==> src/hdl/srpg_pkg.sv <==
// ----------------------------------------------------------------------------
// srpg_pkg: shared types and constants of the stepper ramp profile generator
// Motion states, operation codes and register indexes.
// ----------------------------------------------------------------------------
package srpg_pkg;

    typedef enum logic [1:0] {
        MODE_STOP  = 2'd0,
        MODE_ACCEL = 2'd1,
        MODE_RUN   = 2'd2,
        MODE_DECEL = 2'd3
    } mode_t;

    typedef enum logic [1:0] {
        OP_TICK = 2'd0,
        OP_TARGET = 2'd1,
        OP_SETPOS = 2'd2,
        OP_NONE = 2'd3
    } op_t;

    typedef enum logic [2:0] {
        FSM_IDLE,
        FSM_PLAN,
        FSM_STEP,
        FSM_DIV,
        FSM_FIN,
        FSM_OUT
    } fsm_t;

    localparam logic [1:0] REG_MIN_DELAY  = 2'd0;
    localparam logic [1:0] REG_INIT_DELAY = 2'd1;
    localparam logic [1:0] REG_THRESHOLD  = 2'd2;

    localparam logic [15:0] ONE_STEP_INTERVAL = 16'd1000;
    localparam int          DIV_W = 40;

endpackage

==> src/hdl/stepper_ramp_profile_generator.sv <==
// ----------------------------------------------------------------------------
// stepper_ramp_profile_generator: linear acceleration ramp step generator
// Positions, plans and steps a motor; the ramp interval is updated by a
// bit-serial signed division, one quotient bit per cycle.
// ----------------------------------------------------------------------------
// channel  dir  tdata (low bit up)                             tuser
// s_       in   operation[1:0], position_value[33:2], pad     -
// m_       out  step_pulse, direction, drive_enable,           -
//               position_now[34:3], motion_state[36:35],
//               step_interval[52:37], interval_saturated[53], pad
// cfg      in   cfg_wr_en, cfg_index, cfg_data[15:0]
//
// One item at a time. Non-step items pass IDLE, PLAN and OUT; steps at cruise
// add STEP and FIN. Ramp steps also run the 40-bit restoring divider (one bit
// per cycle) in DIV; the final decel step that replans a move repeats FIN.
// The result register holds until taken; s_tready is low meanwhile.
// Reset is synchronous, active low; all registers but op_reg, nd_reg and the divider take reset values.
// ----------------------------------------------------------------------------
module stepper_ramp_profile_generator
    import srpg_pkg::*;
(
    input  logic        aclk,
    input  logic        aresetn,
    input  logic        s_tvalid,
    output logic        s_tready,
    input  logic [39:0] s_tdata,   // operation, position_value
    output logic        m_tvalid,
    input  logic        m_tready,
    output logic [55:0] m_tdata,   // step_pulse, direction, drive_enable,
                                   // position_now, motion_state,
                                   // step_interval, interval_saturated
    input  logic        cfg_wr_en,
    input  logic [1:0]  cfg_index,
    input  logic [15:0] cfg_data
);

    fsm_t  state_reg, state_next;

    logic [15:0] min_reg, init_reg;
    logic [7:0]  thr_reg;
    logic [31:0] pos_reg, tgt_reg, cnt_reg, rem_reg;
    logic        dirp_reg, en_reg;
    mode_t       mode_reg;
    logic [15:0] last_reg, cruise_reg, wait_reg;
    logic [1:0]  op_reg;
    logic        pulse_reg, sat_reg;
    logic        repl_reg;

    // divider
    logic [DIV_W-1:0] dvd_reg;    // |num| shifting out, quotient shifting in
    logic [DIV_W-1:0] prem_reg;   // partial remainder
    logic [DIV_W-1:0] dvs_reg;    // |div|
    logic             nneg_reg, dneg_reg;
    logic [5:0]       bit_reg;
    logic [15:0]      nd_reg;

    logic [DIV_W-1:0] trial;
    logic             fits;
    assign trial = {prem_reg[DIV_W-2:0], dvd_reg[DIV_W-1]};
    assign fits  = trial >= dvs_reg;

    // signed distance helpers
    logic [31:0] dist_c;
    logic        dneg_c;
    logic [32:0] ad_c;
    assign dist_c = tgt_reg - pos_reg;
    assign dneg_c = dist_c[31];
    assign ad_c   = dneg_c ? (33'd0 - {1'b1, dist_c}) : {1'b0, dist_c};

    logic [7:0]  thr_c;
    assign thr_c = (thr_reg == 8'd0) ? 8'd1 : thr_reg;

    logic [32:0] cnt_s;   // ramp_count sign-extended
    assign cnt_s = {cnt_reg[31], cnt_reg};
    logic ad_gt_cnt;
    assign ad_gt_cnt = $signed(ad_c) > $signed(cnt_s);

    logic step_c, repl_c;
    assign step_c = (op_reg == OP_TICK) && (mode_reg != MODE_STOP) && (wait_reg == 16'd0);
    assign repl_c = !repl_reg && (mode_reg == MODE_DECEL) && ($signed(cnt_reg) <= 0)
                    && (dist_c != 32'd0);

    assign s_tready = (state_reg == FSM_IDLE);
    assign m_tvalid = (state_reg == FSM_OUT);
    assign m_tdata  = {2'b00, sat_reg, last_reg, mode_reg, pos_reg, en_reg, dirp_reg,
                       pulse_reg};

    always_ff @(posedge aclk) begin
        if (!aresetn) begin
            min_reg  <= 16'd100;
            init_reg <= 16'd2000;
            thr_reg  <= 8'd8;
        end else if (cfg_wr_en) begin
            case (cfg_index)
                REG_MIN_DELAY:  min_reg  <= cfg_data;
                REG_INIT_DELAY: init_reg <= cfg_data;
                REG_THRESHOLD:  thr_reg  <= cfg_data[7:0];
                default: ;
            endcase
        end
    end

    always_comb begin
        state_next = state_reg;
        case (state_reg)
            FSM_IDLE: if (s_tvalid) state_next = FSM_PLAN;
            FSM_PLAN: state_next = step_c ? FSM_STEP : FSM_OUT;
            FSM_STEP: state_next = (mode_reg == MODE_RUN) ? FSM_FIN : FSM_DIV;
            FSM_DIV:  if (bit_reg == 6'd0) state_next = FSM_FIN;
            FSM_FIN:  state_next = repl_c ? FSM_FIN : FSM_OUT;
            FSM_OUT:  if (m_tready) state_next = FSM_IDLE;
            default:  state_next = FSM_IDLE;
        endcase
    end

    // combined plan used by op 1/2 and replan
    logic [31:0] cnt_p, rem_p;
    logic        dirp_p, en_p;
    mode_t       mode_p;
    logic [15:0] last_p, wait_p;
    logic        started_p;
    always_comb begin
        cnt_p = cnt_reg; rem_p = rem_reg; dirp_p = dirp_reg; en_p = en_reg;
        mode_p = mode_reg; last_p = last_reg; wait_p = wait_reg; started_p = 1'b0;
        if (mode_reg == MODE_STOP) begin
            if (ad_c >= {25'd0, thr_c}) begin
                dirp_p = !dneg_c;
                wait_p = 16'd0;
                started_p = 1'b1;
                if (ad_c == 33'd1) begin
                    cnt_p = 32'd1;
                    mode_p = MODE_DECEL;
                    last_p = ONE_STEP_INTERVAL;
                end else begin
                    cnt_p = 32'd0;
                    rem_p = 32'd0;
                    en_p = 1'b1;
                    if (init_reg <= min_reg) begin
                        last_p = min_reg; mode_p = MODE_RUN;
                    end else begin
                        last_p = init_reg; mode_p = MODE_ACCEL;
                    end
                end
            end
        end else if (!dneg_c == dirp_reg) begin
            if (mode_reg == MODE_DECEL) begin
                if (ad_gt_cnt) mode_p = MODE_ACCEL;
            end else if (mode_reg == MODE_RUN) begin
                if (!ad_gt_cnt) begin
                    last_p = cruise_reg; mode_p = MODE_DECEL;
                end
            end else if (!ad_gt_cnt) begin
                mode_p = MODE_DECEL;
            end
        end else if (mode_reg == MODE_RUN || mode_reg == MODE_ACCEL) begin
            mode_p = MODE_DECEL;
        end
    end

    logic [DIV_W-1:0] num_c, div_c, q_s, r_s;
    logic [31:0]      cnt_n;
    logic signed [DIV_W-1:0] nd_s;
    logic [15:0]      nd_c;
    logic             sat_c;
    assign cnt_n = (mode_reg == MODE_ACCEL) ? cnt_reg + 32'd1 : cnt_reg - 32'd1;
    assign num_c = {{(DIV_W-17){1'b0}}, last_reg, 1'b0}
                 + {{(DIV_W-32){rem_reg[31]}}, rem_reg};
    assign div_c = (mode_reg == MODE_ACCEL)
                 ? {{(DIV_W-34){cnt_n[31]}}, cnt_n, 2'b01}
                 : ({{(DIV_W-34){1'b0}}, 34'd1} - {{(DIV_W-34){cnt_n[31]}}, cnt_n, 2'b00});
    assign q_s = (nneg_reg ^ dneg_reg) ? (~dvd_reg + 1'b1) : dvd_reg;
    assign r_s = nneg_reg ? (~prem_reg + 1'b1) : prem_reg;
    assign nd_s = $signed({{(DIV_W-16){1'b0}}, last_reg}) - $signed(q_s);
    assign sat_c = !nd_s[DIV_W-1] && (nd_s > $signed(DIV_W'(65535)));
    assign nd_c  = nd_s[DIV_W-1] ? 16'd0 : (sat_c ? 16'hFFFF : nd_s[15:0]);

    always_ff @(posedge aclk) begin
        if (!aresetn) begin
            state_reg <= FSM_IDLE;
            pos_reg <= '0; tgt_reg <= '0; dirp_reg <= 1'b1; mode_reg <= MODE_STOP;
            cnt_reg <= '0; last_reg <= '0; cruise_reg <= '0; rem_reg <= '0;
            wait_reg <= '0; en_reg <= 1'b0; pulse_reg <= 1'b0; sat_reg <= 1'b0;
            repl_reg <= 1'b0;
        end else begin
            state_reg <= state_next;
            case (state_reg)
                FSM_IDLE: if (s_tvalid) begin
                    op_reg <= s_tdata[1:0];
                    pulse_reg <= 1'b0;
                    sat_reg <= 1'b0;
                    repl_reg <= 1'b0;
                    if (s_tdata[1:0] == OP_SETPOS) begin
                        pos_reg <= s_tdata[33:2];
                        tgt_reg <= s_tdata[33:2];
                    end else if (s_tdata[1:0] == OP_TARGET) begin
                        tgt_reg <= s_tdata[33:2];
                    end
                end
                FSM_PLAN: begin
                    if (op_reg == OP_TARGET || op_reg == OP_SETPOS) begin
                        cnt_reg <= cnt_p; rem_reg <= rem_p; dirp_reg <= dirp_p;
                        en_reg <= en_p; mode_reg <= mode_p; last_reg <= last_p;
                        wait_reg <= wait_p;
                    end else if (op_reg == OP_TICK && mode_reg != MODE_STOP) begin
                        if (wait_reg != 16'd0) begin
                            wait_reg <= wait_reg - 16'd1;
                        end else begin
                            pulse_reg <= 1'b1;
                            pos_reg <= dirp_reg ? pos_reg + 32'd1 : pos_reg - 32'd1;
                        end
                    end
                end
                FSM_STEP: begin
                    if (mode_reg != MODE_RUN) begin
                        cnt_reg  <= cnt_n;
                        nneg_reg <= num_c[DIV_W-1];
                        dneg_reg <= div_c[DIV_W-1];
                        dvd_reg  <= num_c[DIV_W-1] ? ~num_c + 1'b1 : num_c;
                        dvs_reg  <= div_c[DIV_W-1] ? ~div_c + 1'b1 : div_c;
                        prem_reg <= '0;
                        bit_reg  <= 6'(DIV_W - 1);
                    end
                end
                FSM_DIV: begin
                    prem_reg <= fits ? trial - dvs_reg : trial;
                    dvd_reg  <= {dvd_reg[DIV_W-2:0], fits};
                    bit_reg  <= bit_reg - 6'd1;
                end
                FSM_FIN: begin
                    if (repl_reg) begin
                        // replan after final decel step
                        repl_reg <= 1'b0;
                        cnt_reg <= cnt_p; rem_reg <= rem_p; dirp_reg <= dirp_p;
                        en_reg <= en_p; mode_reg <= mode_p;
                        if (started_p) begin
                            last_reg <= last_p;
                            wait_reg <= (last_p != 16'd0) ? last_p - 16'd1 : 16'd0;
                            sat_reg <= 1'b0;
                        end else begin
                            last_reg <= nd_reg;
                            wait_reg <= (nd_reg != 16'd0) ? nd_reg - 16'd1 : 16'd0;
                        end
                    end else if (mode_reg == MODE_RUN) begin
                        if (!ad_gt_cnt) begin
                            mode_reg <= MODE_DECEL;
                            last_reg <= cruise_reg;
                            wait_reg <= (cruise_reg != 16'd0) ? cruise_reg - 16'd1 : 16'd0;
                        end else begin
                            last_reg <= min_reg;
                            wait_reg <= (min_reg != 16'd0) ? min_reg - 16'd1 : 16'd0;
                        end
                    end else begin
                        sat_reg <= sat_c;
                        if (mode_reg == MODE_ACCEL && ad_gt_cnt && nd_c <= min_reg) begin
                            cruise_reg <= last_reg;
                            rem_reg    <= '0;
                            mode_reg   <= MODE_RUN;
                            last_reg   <= min_reg;
                            wait_reg   <= (min_reg != 16'd0) ? min_reg - 16'd1 : 16'd0;
                        end else begin
                            rem_reg  <= r_s[31:0];
                            last_reg <= nd_c;
                            wait_reg <= (nd_c != 16'd0) ? nd_c - 16'd1 : 16'd0;
                            if (mode_reg == MODE_ACCEL) begin
                                if (!ad_gt_cnt) mode_reg <= MODE_DECEL;
                            end else if ($signed(cnt_reg) <= 0) begin
                                mode_reg <= MODE_STOP;
                                nd_reg <= nd_c;
                                if (dist_c != 32'd0) repl_reg <= 1'b1;
                            end
                        end
                    end
                end
                default: ;
            endcase
        end
    end

    logic unused_ok;
    assign unused_ok = ^{s_tdata[39:34]};

endmodule

==> config.mk <==
export PLATFORM = sky130hd
export DESIGN_NAME = stepper_ramp_profile_generator
export DESIGN_NICKNAME = d
export VERILOG_FILES = /design/src/hdl/srpg_pkg.sv /design/src/hdl/stepper_ramp_profile_generator.sv
export SDC_FILE = /design/constraint.sdc
export NUM_CORES = 2
export LEC_CHECK = 0
export BUFFER_PORTS_ARGS = -buffer_cell sky130_fd_sc_hd__buf_2
export CELL_PAD_IN_SITES_DETAIL_PLACEMENT = 0
export CELL_PAD_IN_SITES_GLOBAL_PLACEMENT = 1
export CORE_ASPECT_RATIO = 0.9
export CORE_UTILIZATION = 48
export CTS_CLUSTER_DIAMETER = 100
export CTS_CLUSTER_SIZE = 25
export DETAILED_ROUTE_END_ITERATION = 12
export PLACE_DENSITY = 0.85
export SYNTH_ARGS = -nofsm -noshare
export SYNTH_HDL_FRONTEND = slang
export SYNTH_SLANG_ARGS = --single-unit
==> constraint.sdc <==
create_clock -name aclk -period 11.4 [get_ports aclk]
set_input_delay 1.14 -clock aclk [delete_from_list [all_inputs] [get_ports aclk]]
set_output_delay 1.14 -clock aclk [all_outputs]
set_load 0.01 [all_outputs]
======== Word-level counts from Yosys, hierarchy flattened ========
Cells that the tools add are included.
W data, S select, Z words.
word-level totals
  register bits after elaboration ......... 371
  logic and storage cells ................. 275
operators by class
  $add $sub $neg .......................... 21
  order comparisons ....................... 7
  equality and inequality tests ........... 34
  muxes and demuxes ....................... 124
  bitwise operators ....................... 9
  reductions and logical operators ........ 54
operators by type and width
  kind                     number
  $mux W32                 22
  $mux W16                 31
  $mux W40                 4
  $pmux W32 S2             2
  $add A40 B1 Y40 const B  3
  $not A40 Y40             3
  $mux W39                 3
  $add A32 B1 Y32 const B  3
  $pmux W32 S3             1
  $reduce_bool A16 Y1      6
  $sub A16 B1 Y16 const B  6
  $pmux W40 S2             1
  $pmux W39 S2             1
  $pmux W16 S2             2
  $sub A32 B1 Y32 const B  2
  $ge A40 B40 Y1           1
  $gt A40 B17 Y1 const B   1
  $sub A17 B40 Y40         1
  $sub A39 B39 Y39         1
  $sub A2 B34 Y35 const A  1
  $add A18 B32 Y33         1
  $eq A33 B1 Y1 const B    1
  $ge A33 B8 Y1            1
  $gt A33 B32 Y1           1
  other kinds (45)         150

======== Longest topological paths before layout ========
  word-level depth ........................ 14
  mapped depth ............................ 41
  mapped depth without buffers ............ 37

======== Worst setup path before layout ========
No wires, ideal clock.
  path kind ............................... reg-to-reg
  start point ............................. register nneg_reg
  end point ............................... register wait_reg[1]
  library setup time ...................... 0.095 ns
  arrival time ............................ 8.758 ns
  required time ........................... 11.305 ns
  setup slack ............................. 2.547 ns
  cell stages (with the launch flop) ...... 40
  buffers on the path ..................... 5
  clock period less this slack ............ 8.853 ns
  cells stage by stage .................... edfxtp_1 > clkbuf_1 > xor2_1 > clkbuf_1 > clkbuf_1 > nor2_1 > a21oi_1 > ha_1 > nor2b_1 > o31a_1 > o311a_1 > a21oi_1 > o31ai_1 > mux2i_1 > a31o_2 > or3b_2 > or4b_2 > or4_1 > (+4 left out) > ha_1 > nor2b_1 > o21a_1 > o21a_1 > o21a_1 > o21a_1 > o21a_1 > o21a_1 > o21ai_0 > o211ai_1 > a21oi_1 > o21ai_1 > or2_2 > nor2_1 > o41ai_1 > nor3_1 > a21oi_1 > a221oi_1
between the ends
  word-level cells in the longest chain between the ends .. 13
  elaborated cells between the ends (all ways) .. 17
  classes of those cells .................. add/sub (2); order compare (2); mux (8); bitwise (1); reduce/logical (4)
ends and longest elaborated chain
  element                                                    RTL line                                                                      text
  from (decl)                                                stepper_ramp_profile_generator.sv:53                                          logic nneg_reg, dneg_reg;
  from (signal assigned)                                     stepper_ramp_profile_generator.sv:216                                         nneg_reg <= num_c[DIV_W-1];
  $xor A1 B1 Y1 *                                            stepper_ramp_profile_generator.sv:171                                         assign q_s = (nneg_reg ^ dneg_reg) ? (~dvd_reg + 1'b1) : dvd_reg;
  $mux W40 *                                                 stepper_ramp_profile_generator.sv:171
  $sub A17 B40 Y40 *                                         stepper_ramp_profile_generator.sv:173                                         assign nd_s = $signed({{(DIV_W-16){1'b0}}, last_reg}) - $signed(q_s);
  $gt A40 B17 Y1 / $logic_not A1 Y1 (equally long branches)  stepper_ramp_profile_generator.sv:174                                         assign sat_c = !nd_s[DIV_W-1] && (nd_s > $signed(DIV_W'(65535)));
  $logic_and A1 B1 Y1                                        stepper_ramp_profile_generator.sv:174
  $mux W16                                                   stepper_ramp_profile_generator.sv:175                                         assign nd_c = nd_s[DIV_W-1] ? 16'd0 : (sat_c ? 16'hFFFF : nd_s[15:0]);
  $mux W16 *                                                 stepper_ramp_profile_generator.sv:175
  named net nd_c[1]                                          stepper_ramp_profile_generator.sv:163                                         logic [15:0] nd_c;
  $sub A16 B1 Y16, or another cell as far along              stepper_ramp_profile_generator.sv:263                                         wait_reg <= (nd_c != 16'd0) ? nd_c - 16'd1 : 16'd0;
  $mux W16 / $logic_and A1 B1 Y1 (equally long branches)     stepper_ramp_profile_generator.sv:263, stepper_ramp_profile_generator.sv:254
  $mux W16 *                                                 stepper_ramp_profile_generator.sv:254                                         if (mode_reg == MODE_ACCEL && ad_gt_cnt && nd_c <= min_reg) begin
  $mux W16 *                                                 stepper_ramp_profile_generator.sv:243                                         end else if (mode_reg == MODE_RUN) begin
  $mux W16 *                                                 stepper_ramp_profile_generator.sv:230                                         if (repl_reg) begin
  $pmux W16 S2 *                                             stepper_ramp_profile_generator.sv:186                                         case (state_reg)
  to (signal assigned)                                       stepper_ramp_profile_generator.sv:241                                         wait_reg <= (nd_reg != 16'd0) ? nd_reg - 16'd1 : 16'd0;
  to (signal assigned)                                       stepper_ramp_profile_generator.sv:247                                         wait_reg <= (cruise_reg != 16'd0) ? cruise_reg - 16'd1 : 16'd0;
  to (signal assigned)                                       stepper_ramp_profile_generator.sv:259                                         wait_reg <= (min_reg != 16'd0) ? min_reg - 16'd1 : 16'd0;
  to (decl)                                                  stepper_ramp_profile_generator.sv:44                                          logic [15:0] last_reg, cruise_reg, wait_reg;
The timed path passes the listed nets; every way through them passes the cells marked *.
A chain may end at the register's enable or synchronous reset.

======== Worst setup path in the final report ========
  start point ............................. register dvd_reg[0]
  end point ............................... register wait_reg[1]
between the ends
  word-level cells in the longest chain between the ends .. 14
  elaborated cells between the ends (all ways) .. 18
  classes of those cells .................. add/sub (3); order compare (2); mux (8); bitwise (1); reduce/logical (4)
ends and longest elaborated chain
  element                                                    RTL line                                                                      text
  from (decl)                                                stepper_ramp_profile_generator.sv:50                                          logic [DIV_W-1:0] dvd_reg;
  from (signal assigned)                                     stepper_ramp_profile_generator.sv:218                                         dvd_reg <= num_c[DIV_W-1] ? ~num_c + 1'b1 : num_c;
  from (signal assigned)                                     stepper_ramp_profile_generator.sv:226                                         dvd_reg <= {dvd_reg[DIV_W-2:0], fits};
  $not A40 Y40                                               stepper_ramp_profile_generator.sv:171
  $add A40 B1 Y40                                            stepper_ramp_profile_generator.sv:171
  $mux W40 *                                                 stepper_ramp_profile_generator.sv:171
  $sub A17 B40 Y40 *                                         stepper_ramp_profile_generator.sv:173
  $gt A40 B17 Y1 / $logic_not A1 Y1 (equally long branches)  stepper_ramp_profile_generator.sv:174
  $logic_and A1 B1 Y1                                        stepper_ramp_profile_generator.sv:174
  $mux W16                                                   stepper_ramp_profile_generator.sv:175
  $mux W16 *                                                 stepper_ramp_profile_generator.sv:175
  named net nd_c[1]                                          stepper_ramp_profile_generator.sv:163
  $sub A16 B1 Y16, or another cell as far along              stepper_ramp_profile_generator.sv:263
  $mux W16 / $logic_and A1 B1 Y1 (equally long branches)     stepper_ramp_profile_generator.sv:263, stepper_ramp_profile_generator.sv:254
  $mux W16 *                                                 stepper_ramp_profile_generator.sv:254
  $mux W16 *                                                 stepper_ramp_profile_generator.sv:243
  $mux W16 *                                                 stepper_ramp_profile_generator.sv:230
  $pmux W16 S2 *                                             stepper_ramp_profile_generator.sv:186
Marks and branches as above.

==> flow_metrics.py <==
metrics = {
    "routing": {
        "highest_layer": "met4",
        "drt_iter0_drc": 2989,
        "wl_met3_um": 6910,
        "firstDrtPassIters": 9,
        "vias": 32449,
        "viasPerCell": 6.10,
        "wl_per_cell_um": 20.0,
        "antenna_left": 0,
        "met2WireLength_um": 46100,
        "wl_met1_um": 50500,
        "drc": 0,
        "routed_wirelength_um": 106000,
    },
    "sta": {
        "hold_violations": 0,
        "relSlewSlack": 0.260,
        "period_share": 0.895,
        "setup_tns_ns": 0,
        "grt_setup_unrepaired": "false",
        "max_freq_mhz": 98.0,
        "finalCriticalPeriod_ns": 10.20,
        "setup_slack_ns": 1.20,
        "setup_violations": 0,
        "final.setup_skew_ns": 0.0449,
        "tightest_slew_ns": 1.10,
        "slew_violations": 0,
    },
    "global_routing": {
        "grt_first_pass_wirelength_um": 166000,
        "antenna_found_initial": 1,
        "grt_pass1_vias": 29192,
        "gr-usage-all-layers": 0.289,
        "gr-total-overflow": 0,
        "grt_max_degree": 85,
    },
    "clock_network": {
        "cts_root_buffer": "clkbuf_16",
        "cts_setup_buffers": 0,
        "clock-sinks": 364,
        "h-tree-depth": 1,
        "clock_latency_ns": 0.62,
        "cts_made_buffers": 23,
        "path_clk_slew_ns": 0.10,
        "cts_tree": "built",
        "clockBufferDepth": 3,
        "hold_buffers": 0,
        "postCtsResizedCells": 0,
    },
    "synthesis": {
        "synth_top_family_by_area": "compound AO/OA/AOI/OAI gates",
        "synth.avg_cell_area_um2": 7.68,
        "synth_edf_count": 138,
        "synthArstFlopShare": 0,
        "synth_seq_cells": 364,
        "synthFlopType": "dfxtp_1",
        "muxShareOfSynthArea": 0.0164,
        "synth_fa_ha_area_frac": 0.0993,
        "synth_xor_area_frac": 0.107,
        "synthSimpleGateAreaFrac": 0.225,
        "yosys_warnings": 0,
        "synthesis.area_um2": 33800,
        "synth-seq-area-share": 0.256,
        "synthCells": 4403,
        "yosysUniqueCellTypes": 102,
        "synth_compound_area_frac": 0.244,
    },
    "min_path": {
        "hold_class": "reg -> reg",
    },
    "cells_and_area": {
        "nets": 4701,
        "nFillCells": 6839,
        "final_common_cell": "nand2_1",
        "largest_reg_flops": 40,
        "mostFrequentLayoutCells": "452 x nand2_1, 445 x nor2_1, 400 x a21oi_1",
        "drive_above_1_share": 0.0676,
        "stdcell_count": 5321,
        "diodes": 0,
        "area_growth_pct": 6.25,
    },
    "run_status": {
        "outcome": "finished clean",
    },
    "floorplan": {
        "fp.coreArea_um2": 69100,
        "die_height_um": 254,
        "ioPinCount": 121,
        "initial_core_util": 0.490,
        "die_area_um2": 71500,
        "rows": 91,
        "die_width_um": 282,
    },
    "worst_setup_path": {
        "worstReg2RegStart": "dvd_reg[0]$_DFFE_PP_",
        "cpMaxStageDelayCell": "or4_1",
        "critPathCapture": "wait_reg[1]$_SDFFE_PN0P_",
        "slowest_delay_ns": 0.71,
        "arrival_ns": 10.66,
        "worstReg2RegEnd": "wait_reg[1]$_SDFFE_PN0P_",
        "required_ns": 11.86,
        "r2r_slack_ns": 1.20,
        "worstPathMaxFanout": 16,
        "reg2regPathDepth": 37,
        "crit_top_cell": "o21a_1",
        "cp-start-kind": "register",
        "critical_path_class": "reg -> reg",
        "crit_start": "dvd_reg[0]$_DFFE_PP_",
        "crit_path_end_kind": "register",
    },
    "power": {
        "p_per_area_nw_per_um2": 206,
        "leakagePower_uw": 0.0138,
        "peakVddDrop_mv": 0.151,
    },
    "run": {
        "drv_cap": 0,
    },
    "place": {
        "dp_slack_ns": 1.39,
        "port_buffers": 112,
        "gp_congestion": 0.978,
        "detailed_place_hpwl_um": 81200,
        "placedCellCount": 5279,
    },
}
logic make-up (layout without fill, tap and decap cells):
group / count (synthesis) / in the layout
XOR/XNOR: 413 / 413
multiplexers: 55 / 55
flip-flops: 364 / 364
adder cells (fa/ha/maj): 265 / 265
other: 1 / 4
AO/OA/AOI/OAI: 1272 / 1272
buffers and inverters: 452 / 437
AND/OR/NAND/NOR: 1581 / 1581
synth_stat cells (all sizes together) (18+ instances only):
library cell	number	area [um^2]
mux2i	51	510
a41oi	18	158
o41ai	18	176
nor2	450	1690
nand2b	35	219
o31a	18	158
xor2	129	1130
and3	30	188
o21a	45	338
nor3	137	686
o31ai	43	323
o21ai	225	1130
nand3	101	505
nor4	57	397
dfxtp	226	4520
a21o	71	533
a31oi	61	382
clkbuf	182	684
buf	40	209
o22ai	18	113
inv	230	863
or3	52	325
o21bai	33	248
o211ai	53	398
xnor2	283	2480
or2	36	225
a21oi	402	2010
ha	258	3230
nor2b	25	156
nand4	62	388
nand2	453	1700
and2	40	250
a211oi	45	338
edfxtp	138	4140
or4	24	188
a22oi	51	383
worst max-delay path: cells and delay by family, from the launching register on:
family / cells / cell delay (ns)
AO/OA/AOI/OAI: 21 / 4.84
buffers and inverters: 2 / 0.23
XOR/XNOR: 1 / 0.10
multiplexers: 1 / 0.25
adder cells (fa/ha/maj): 2 / 0.65
AND/OR/NAND/NOR: 10 / 3.43
flip-flops: 1 / 0.51
metrics by stage:
stage               area (um^2)  total power (uW)  hold slack (ns)   util
floorplan                 33800              5140            0.436      -
global placement          35200              6300            0.443  0.509
detailed placement        35200              6340            0.451  0.509
CTS                       35900              7330            0.465  0.520
global route              35900              7940            0.486  0.520
finish                    35900              7390            0.463  0.520
power breakdown:
group / internal [uW] / total [uW] / switching [uW] / leakage, uW
combinational: 1780 / 4790 / 3020 / 0.0104
sequential: 1500 / 1640 / 144 / 0.00311
clock: 409 / 960 / 551 / 0.000373
total: 3680 / 7390 / 3710 / 0.0138
worst min-delay path by stage:
stage | start | endpoint | slack (ns) | cells after the start
finish | min_reg[4]$_SDFFE_PN0P_ | min_reg[4]$_SDFFE_PN0P_ | 0.46 | 2
global route | tgt_reg[11]$_SDFFE_PN0P_ | tgt_reg[11]$_SDFFE_PN0P_ | 0.49 | 2
CTS | tgt_reg[22]$_SDFFE_PN0P_ | tgt_reg[22]$_SDFFE_PN0P_ | 0.47 | 2
detailed placement | min_reg[4]$_SDFFE_PN0P_ | min_reg[4]$_SDFFE_PN0P_ | 0.45 | 2
global placement | min_reg[4]$_SDFFE_PN0P_ | min_reg[4]$_SDFFE_PN0P_ | 0.44 | 2
floorplan | min_reg[4]$_SDFFE_PN0P_ | min_reg[4]$_SDFFE_PN0P_ | 0.44 | 2
final cells by class:
cell class | instances | area [um^2] | share of cell area
Clock buffer | 28 | 604 | 0.0168
Clock inverter | 14 | 171 | 0.00477
Inverter | 230 | 868 | 0.0242
Multi-Input combinational cell | 3590 | 23500 | 0.654
Sequential cell | 364 | 8670 | 0.241
Tap cell | 930 | 1160 | 0.0324
Timing Repair Buffer | 165 | 958 | 0.0267
per-layer routing:
layer  GRT usage  up-vias
met3      0.0379      160
met2       0.444      983
met5           0        -
li1            -    15951
met1       0.421    15355
met4      0.0747        0
Power figures use the tool's default switching activity.
